--- src/rtl/spa_pkg.sv ---
// Package for the sparse polynomial arithmetic block: sizes, codes, word types.
// Used by spa_store, spa_alu and sparse_polynomial_arith; depends on nothing.
package spa_pkg;

    localparam int MAX_TERMS = 8;
    localparam int CNT_W     = $clog2(MAX_TERMS + 1);
    localparam int IDX_W     = (MAX_TERMS > 1) ? $clog2(MAX_TERMS) : 1;

    localparam int EXP_W     = 8;
    localparam int COEF_W    = 16;
    localparam int REXP_W    = 9;
    localparam int RCOEF_W   = 32;

    localparam logic [1:0] KIND_LOAD_A = 2'd0;
    localparam logic [1:0] KIND_LOAD_B = 2'd1;
    localparam logic [1:0] KIND_RUN    = 2'd2;
    localparam logic [1:0] KIND_CLEAR  = 2'd3;

    localparam logic [1:0] MODE_ADD = 2'd0;
    localparam logic [1:0] MODE_SUB = 2'd1;
    localparam logic [1:0] MODE_MUL = 2'd2;

    typedef enum logic {
        ST_IDLE,
        ST_RUN
    } t_state;

    typedef struct packed {
        logic [1:0]               kind;
        logic [EXP_W-1:0]         term_exponent;
        logic signed [COEF_W-1:0] term_coefficient;
    } t_in_word;

    typedef struct packed {
        logic [REXP_W-1:0]         result_exponent;
        logic signed [RCOEF_W-1:0] result_coefficient;
        logic                      last_term;
    } t_out_word;

    typedef struct packed {
        logic [EXP_W-1:0]         exponent;
        logic signed [COEF_W-1:0] coefficient;
    } t_term;

    // Operation select for the shared arithmetic unit.
    typedef struct packed {
        logic mul;
        logic take_a;
        logic take_b;
        logic negate_b;
    } t_alu_ctl;

endpackage

--- src/rtl/sparse_polynomial_arith.sv ---
// Sparse polynomial arithmetic: load, clear and run sequencer around two term stores.
// Loads and clears are taken while idle; a run emits one result word per cycle while the
// output is not stalled, through the output register (na+nb at most for add/subtract,
// na*nb for multiply), and the input is stalled until the last word is formed.
// Reset (synchronous, active low) empties both stores and sets the mode to add.
// Depends on spa_pkg, spa_store, spa_alu.
module sparse_polynomial_arith (
    input  logic              i_clk,
    input  logic              i_rst_n,
    input  logic              i_in_valid,
    output logic              o_in_stall,
    input  spa_pkg::t_in_word i_in_word,
    output logic              o_out_valid,
    input  logic              i_out_stall,
    output spa_pkg::t_out_word o_out_word,
    input  logic              i_cfg_valid,
    output logic              o_cfg_ready,
    input  logic [1:0]        i_cfg_data
);

    localparam int CW = spa_pkg::CNT_W;

    spa_pkg::t_state    r_state, n_state;
    logic [1:0]         r_mode;
    logic [CW-1:0]      r_i, n_i;
    logic [CW-1:0]      r_j, n_j;
    logic               r_out_valid;
    spa_pkg::t_out_word r_out;

    logic               w_in_acc;
    logic               w_emit;
    logic               w_start;
    logic               w_last;
    logic               w_run_req;
    logic [CW-1:0]      w_na, w_nb;
    spa_pkg::t_term     w_a_term, w_b_term, w_wr_term;
    spa_pkg::t_alu_ctl  w_ctl;
    logic [spa_pkg::REXP_W-1:0]         w_exp;
    logic signed [spa_pkg::RCOEF_W-1:0] w_coef;
    logic               w_a_has, w_b_has;
    logic [CW-1:0]      w_i_inc, w_j_inc;
    logic [CW-1:0]      w_rd_i, w_rd_j;

    assign o_cfg_ready = 1'b1;

    always_ff @(posedge i_clk) begin
        if (!i_rst_n) begin
            r_mode <= spa_pkg::MODE_ADD;
        end else if (i_cfg_valid) begin
            r_mode <= i_cfg_data;
        end
    end

    assign w_in_acc  = i_in_valid && !o_in_stall;
    assign w_run_req = w_in_acc && (i_in_word.kind == spa_pkg::KIND_RUN);
    assign w_wr_term = '{exponent: i_in_word.term_exponent,
                         coefficient: i_in_word.term_coefficient};

    // Address the stores with the index the next cycle works on.
    assign w_rd_i = w_start ? '0 : (w_emit ? n_i : r_i);
    assign w_rd_j = w_start ? '0 : (w_emit ? n_j : r_j);

    spa_store u_store_a (
        .i_clk     (i_clk),
        .i_rst_n   (i_rst_n),
        .i_wr_en   (w_in_acc && (i_in_word.kind == spa_pkg::KIND_LOAD_A)),
        .i_clear   (w_in_acc && (i_in_word.kind == spa_pkg::KIND_CLEAR)),
        .i_wr_term (w_wr_term),
        .i_rd_idx  (w_rd_i[spa_pkg::IDX_W-1:0]),
        .o_rd_term (w_a_term),
        .o_count   (w_na)
    );

    spa_store u_store_b (
        .i_clk     (i_clk),
        .i_rst_n   (i_rst_n),
        .i_wr_en   (w_in_acc && (i_in_word.kind == spa_pkg::KIND_LOAD_B)),
        .i_clear   (w_in_acc && (i_in_word.kind == spa_pkg::KIND_CLEAR)),
        .i_wr_term (w_wr_term),
        .i_rd_idx  (w_rd_j[spa_pkg::IDX_W-1:0]),
        .o_rd_term (w_b_term),
        .o_count   (w_nb)
    );

    // Skip runs that produce nothing.
    always_comb begin
        unique case (r_mode)
            spa_pkg::MODE_ADD,
            spa_pkg::MODE_SUB: w_start = w_run_req && ((w_na != '0) || (w_nb != '0));
            spa_pkg::MODE_MUL: w_start = w_run_req && (w_na != '0) && (w_nb != '0);
            default:           w_start = 1'b0;
        endcase
    end

    // Pick the head term(s) for this step.
    assign w_a_has = r_i < w_na;
    assign w_b_has = r_j < w_nb;

    always_comb begin
        w_ctl.mul      = (r_mode == spa_pkg::MODE_MUL);
        w_ctl.negate_b = (r_mode == spa_pkg::MODE_SUB);
        if (w_a_has && w_b_has) begin
            w_ctl.take_a = (w_a_term.exponent >= w_b_term.exponent);
            w_ctl.take_b = (w_a_term.exponent <= w_b_term.exponent);
        end else begin
            w_ctl.take_a = w_a_has;
            w_ctl.take_b = !w_a_has;
        end
    end

    spa_alu u_alu (
        .i_ctl         (w_ctl),
        .i_a           (w_a_term),
        .i_b           (w_b_term),
        .o_exponent    (w_exp),
        .o_coefficient (w_coef)
    );

    assign w_i_inc = r_i + CW'(1);
    assign w_j_inc = r_j + CW'(1);

    always_comb begin
        if (w_ctl.mul) begin
            w_last = (w_i_inc == w_na) && (w_j_inc == w_nb);
            if (w_j_inc == w_nb) begin
                n_i = w_i_inc;
                n_j = '0;
            end else begin
                n_i = r_i;
                n_j = w_j_inc;
            end
        end else begin
            n_i    = w_ctl.take_a ? w_i_inc : r_i;
            n_j    = w_ctl.take_b ? w_j_inc : r_j;
            w_last = (n_i == w_na) && (n_j == w_nb);
        end
    end

    // Next state.
    always_comb begin
        n_state = r_state;
        unique case (r_state)
            spa_pkg::ST_IDLE: if (w_start) n_state = spa_pkg::ST_RUN;
            spa_pkg::ST_RUN:  if (w_emit && w_last) n_state = spa_pkg::ST_IDLE;
            default:          n_state = spa_pkg::ST_IDLE;
        endcase
    end

    // State outputs.
    always_comb begin
        unique case (r_state)
            spa_pkg::ST_IDLE: begin
                o_in_stall = 1'b0;
                w_emit     = 1'b0;
            end
            spa_pkg::ST_RUN: begin
                o_in_stall = 1'b1;
                w_emit     = !r_out_valid || !i_out_stall;
            end
            default: begin
                o_in_stall = 1'b1;
                w_emit     = 1'b0;
            end
        endcase
    end

    always_ff @(posedge i_clk) begin
        if (!i_rst_n) begin
            r_state     <= spa_pkg::ST_IDLE;
            r_out_valid <= 1'b0;
        end else begin
            r_state <= n_state;
            if (w_emit) begin
                r_out_valid <= 1'b1;
            end else if (!i_out_stall) begin
                r_out_valid <= 1'b0;
            end
        end
    end

    // Indexes restart at each run; advance on every emitted word.
    always_ff @(posedge i_clk) begin
        if (w_start) begin
            r_i <= '0;
            r_j <= '0;
        end else if (w_emit) begin
            r_i <= n_i;
            r_j <= n_j;
        end
    end

    always_ff @(posedge i_clk) begin
        if (w_emit) begin
            r_out.result_exponent    <= w_exp;
            r_out.result_coefficient <= w_coef;
            r_out.last_term          <= w_last;
        end
    end

    assign o_out_valid = r_out_valid;
    assign o_out_word  = r_out;

endmodule

--- src/rtl/spa_store.sv ---
// Term store: up to spa_pkg::MAX_TERMS terms with a fill count and one registered read port.
// Depends on spa_pkg.
module spa_store (
    input  logic                     i_clk,
    input  logic                     i_rst_n,
    input  logic                     i_wr_en,
    input  logic                     i_clear,
    input  spa_pkg::t_term           i_wr_term,
    input  logic [spa_pkg::IDX_W-1:0] i_rd_idx,
    output spa_pkg::t_term           o_rd_term,
    output logic [spa_pkg::CNT_W-1:0] o_count
);

    spa_pkg::t_term                r_mem [spa_pkg::MAX_TERMS];
    spa_pkg::t_term                r_rd_term;
    logic [spa_pkg::CNT_W-1:0]     r_count;
    logic [spa_pkg::CNT_W-1:0]     n_count;
    logic                          w_has_room;

    assign w_has_room = r_count < spa_pkg::CNT_W'(spa_pkg::MAX_TERMS);

    always_comb begin
        n_count = r_count;
        if (i_clear) begin
            n_count = '0;
        end else if (i_wr_en && w_has_room) begin
            n_count = r_count + spa_pkg::CNT_W'(1);
        end
    end

    always_ff @(posedge i_clk) begin
        if (!i_rst_n) begin
            r_count <= '0;
        end else begin
            r_count <= n_count;
        end
    end

    // Drop the term when the store is full; the read word is registered and shows up in the cycle after its index.
    always_ff @(posedge i_clk) begin
        if (i_wr_en && w_has_room) begin
            r_mem[r_count[spa_pkg::IDX_W-1:0]] <= i_wr_term;
        end
        r_rd_term <= r_mem[i_rd_idx];
    end

    assign o_rd_term = r_rd_term;
    assign o_count   = r_count;

endmodule

--- src/rtl/spa_alu.sv ---
// Shared arithmetic unit: merge sum/difference or term product of one A and one B term.
// Depends on spa_pkg.
module spa_alu (
    input  spa_pkg::t_alu_ctl                i_ctl,
    input  spa_pkg::t_term                   i_a,
    input  spa_pkg::t_term                   i_b,
    output logic [spa_pkg::REXP_W-1:0]       o_exponent,
    output logic signed [spa_pkg::RCOEF_W-1:0] o_coefficient
);

    logic signed [spa_pkg::RCOEF_W-1:0] w_a_ext;
    logic signed [spa_pkg::RCOEF_W-1:0] w_b_ext;
    logic signed [spa_pkg::RCOEF_W-1:0] w_a_op;
    logic signed [spa_pkg::RCOEF_W-1:0] w_b_op;

    assign w_a_ext = spa_pkg::RCOEF_W'(i_a.coefficient);
    assign w_b_ext = spa_pkg::RCOEF_W'(i_b.coefficient);

    always_comb begin
        w_a_op = i_ctl.take_a ? w_a_ext : '0;
        w_b_op = '0;
        if (i_ctl.take_b) begin
            w_b_op = i_ctl.negate_b ? -w_b_ext : w_b_ext;
        end
    end

    always_comb begin
        if (i_ctl.mul) begin
            o_exponent    = spa_pkg::REXP_W'(i_a.exponent) + spa_pkg::REXP_W'(i_b.exponent);
            o_coefficient = w_a_ext * w_b_ext;
        end else begin
            o_exponent    = i_ctl.take_a ? spa_pkg::REXP_W'(i_a.exponent)
                                         : spa_pkg::REXP_W'(i_b.exponent);
            o_coefficient = w_a_op + w_b_op;
        end
    end

endmodule

--- config.mk ---
export PLATFORM = sky130hd
export DESIGN_NAME = sparse_polynomial_arith
export DESIGN_NICKNAME = d
export VERILOG_FILES = /design/src/rtl/spa_pkg.sv /design/src/rtl/sparse_polynomial_arith.sv /design/src/rtl/spa_store.sv /design/src/rtl/spa_alu.sv
export SDC_FILE = /design/constraint.sdc
export NUM_CORES = 1
export LEC_CHECK = 0
export BUFFER_PORTS_ARGS = -buffer_cell sky130_fd_sc_hd__buf_2
export CAP_MARGIN = 20
export CORE_AREA = 2 2 312 191
export CTS_CLUSTER_DIAMETER = 40
export DETAILED_ROUTE_END_ITERATION = 8
export DIE_AREA = 0 0 314 193
export GPL_TIMING_DRIVEN = 0
export HOLD_SLACK_MARGIN = 0.15
export PLACE_DENSITY = 0.82
export SLEW_MARGIN = 30
export SYNTH_ARGS = -nofsm -noshare
export SYNTH_HDL_FRONTEND = slang
export SYNTH_HIERARCHICAL = 1
export SYNTH_SLANG_ARGS = --single-unit
--- constraint.sdc ---
create_clock -name i_clk -period 14.2 [get_ports i_clk]
set_input_delay 4.26 -clock i_clk [delete_from_list [all_inputs] [get_ports i_clk]]
set_output_delay 4.26 -clock i_clk [all_outputs]
set_load 0.02 [all_outputs]
==> summary.txt <==
Detailed routing
  • DR vias: 20260
  • Avg WL per Cell: 23.85 um
  • Post-DR vias/cell: 5.934
  • Top layer in use: met5
  • Routed length on met2: 35060 um
  • Routed WL: 81460 um
  • Routed met3 length: 10630 um
  • Met1 WL: 34140 um
  • Post-route ant nets: 0
  • First DRT Iteration DRCs: 2238
  • First-pass detailed-route iteration total: 6
  • # DRC: 0

Timing
  • Fin. max-slew vios: 0
  • Min Tclk post-route: 8117 ps
  • Final period utilization: 0.5716
  • Final setup violation count: 0
  • Final hold vios: 0
  • Worst slew pin tran: 977.2 ps
  • Post-Route Setup TNS: 0 ps
  • Worst Skew: 16.42 ps
  • RSZ-0062 raised after global routing: false
  • Relative slew slack: 0.3485
  • Fmax: 123.2 MHz

Worst setup path
  • CP max-delay cell: clkbuf_1
  • Crit Path Max Fanout: 10
  • CP dominant cell by count: inv_1
  • Critical Path Source Type: flip-flop
  • Crit path largest cell delay: 650 ps
  • Worst path required time: 14540 ps
  • Worst setup EP type: flip-flop
  • Crit path DAT: 8460 ps
  • Crit path kind: flip-flop to flip-flop
  • Cell count of the worst reg-to-reg path: 25

Floorplanning
  • Core area: 58100 um^2
  • Die area: 60600 um^2
  • Site Rows: 69
  • Ports: 78
  • Chip Height: 193 um
  • Initial core utilization: 0.5404
  • Die width: 314 um

GRT
  • Initial antenna violation count: 6
  • Vias in the first global route: 21100
  • GRT Overall Usage: 0.2786
  • Grt ovf: 0
  • Largest net degree at the start of global routing: 33
  • First-pass GRT wire length: 125000 um

Synthesis
  • Ys Warns: 6
  • Post-Syn Instances: 2409
  • EDFF count, synth: 426
  • Ys async rst share: 0
  • #FFs+latches synth: 494
  • Netlist Area Pre-Place: 31400 um^2
  • Distinct cell type count after synthesis: 77
  • Syn Nets: 2849
  • Main flop type after synthesis: edfxtp_1
  • Seq/Total Area, Yosys: 0.4508
  • Syn Area/Cell: 13.03 um^2

Min path
  • Worst Hold Class: flip-flop to flip-flop
  • Worst hold path stage count: 2

Placed design
  • Final GP Congestion: 0.9830
  • DP Cell Count: 3322
  • Port Buffers: 76
  • Dpl hpwl: 62030 um

Clock network
  • Clock Sinks: 494
  • H-tree levels: 2
  • Clk pin slew, worst setup/hold paths: 60 ps
  • # resized after CTS: 0
  • CTS Buf Count: 47
  • Post-CTS setup buffer count: 0
  • CTS max path bufs: 3
  • TritonCTS clock tree: built
  • Root buf cell: clkbuf_16
  • Clk Latency, worst-skew pair: 610 ps
  • Hold-fix buffers, CTS: 0

Final layout
  • Filler Cells Inserted: 4353
  • Fin cells: 3415
  • Register area: 14150 um^2
  • P&R area growth vs syn: 11.46%
  • Nets: 3030
  • Share of cells above drive strength 1: 0.1636
  • Area of the multi-input gates: 15590 um^2

Outcome
  • Status: complete, no violations

Flow run
  • Max cap viols: 0
-- flip-flops by register name, indices dropped and copies added, names as in the netlist, 24 cells and up --
name and cells:
u_store_a/o_rd_term 24, u_store_b/o_rd_term 24, u_store_b/r_mem 192, u_store_a/r_mem 192, o_out_word 42
-- cell type report --
type,count,area share
antenna,5,0.0003576
buffer,94,0.01352
clock buffer,59,0.03636
clock inverter,29,0.01098
inverter,342,0.03676
multi-input combinational,1479,0.4455
sequential,494,0.4045
tap,781,0.02792
timing repair buffer,132,0.02413
-- layout by cell type (no fill, tap or decap), types with 20 or more instances in the layout --
cell / n
a21o_1: 20
a21oi_1: 84
and2_1: 150
buf_2: 111
buf_4: 30
clkbuf_1: 68
clkbuf_16: 48
dfxtp_1: 68
edfxtp_1: 426
fa_1: 264
ha_1: 143
inv_1: 340
mux2_2: 24
mux2_4: 24
mux4_2: 96
nand2_1: 187
nor2_1: 53
o21a_1: 26
o21ai_0: 55
xnor2_1: 68
xor2_1: 35
-- metal layers --
metal	vias to the layer above	GRT usage
li1	8675	-
met1	10260	0.4084
met2	1190	0.4134
met3	132	0.08086
met4	2	0.06699
met5	-	0
-- worst max-delay path, delay by kind of cell (launching register included) --
kind,cells,cell delay (ps)
AOI/OAI and AO/OA,6,2190
xor gates and xnor gates,1,200
adders and majority gates,7,2870
buffers and inverters,8,1640
DFF,1,410
muxes,1,90
and+or+nand+nor,2,440
-- synthesized netlist by cell type (26+ instances only) --
master      n  area [um^2]
edfxtp_1  426        12790
inv_1     341         1280
fa_1      264         5285
nand2_1   187        701.9
and2_1    150        938.4
ha_1      143         1789
mux4_2     96         2162
a21oi_1    84        420.4
dfxtp_1    68         1361
xnor2_1    68        595.6
clkbuf_1   61        229.0
nor2_1     57        214.0
o21ai_0    55        275.3
xor2_1     35        306.5
o21a_1     26        195.2
-- final timing paths --
check / start / endpoint / slack [ps]
worst min-delay path: r_i[3]$_SDFFE_PP0P_ / r_i[3]$_SDFFE_PP0P_ / 530
worst max-delay path: u_store_b/o_rd_term[3]$_DFF_P_ / o_out_word[25]$_DFFE_PP_ / 6080
worst min register to register: r_i[3]$_SDFFE_PP0P_ / r_i[3]$_SDFFE_PP0P_ / 530
worst max register to register: u_store_b/o_rd_term[3]$_DFF_P_ / o_out_word[25]$_DFFE_PP_ / 6080
-- through the flow --
| stage | instance area [um^2] | setup WS [ps] | util | hold WS, ps |
|---|---|---|---|---|
| floorplan | 31400 | 6420 | - | 486.5 |
| global placement | 32750 | 3282 | 0.5637 | 504.3 |
| detailed placement | 33320 | 6339 | 0.5734 | 521.8 |
| CTS | 34970 | 6306 | 0.6020 | 533.5 |
| global route | 34980 | 5984 | 0.6021 | 568.6 |
| finish | 34990 | 6083 | 0.6023 | 532.6 |
-- cells by family after synthesis --
| group | count (synthesis) | share of synthesized area |
|---|---|---|
| mux | 163 | 0.09501 |
| flops | 494 | 0.4508 |
| simple gates | 521 | 0.08484 |
| buf+inv | 436 | 0.05583 |
| other cells | 1 | 0.0001194 |
| fa+ha+maj | 407 | 0.2253 |
| compound gates | 284 | 0.05934 |
| xor+xnor | 103 | 0.02873 |
Power is left out: the tool's default activity adds up to more than one toggle a clock period on the data nets, which glitch-free logic cannot reach.
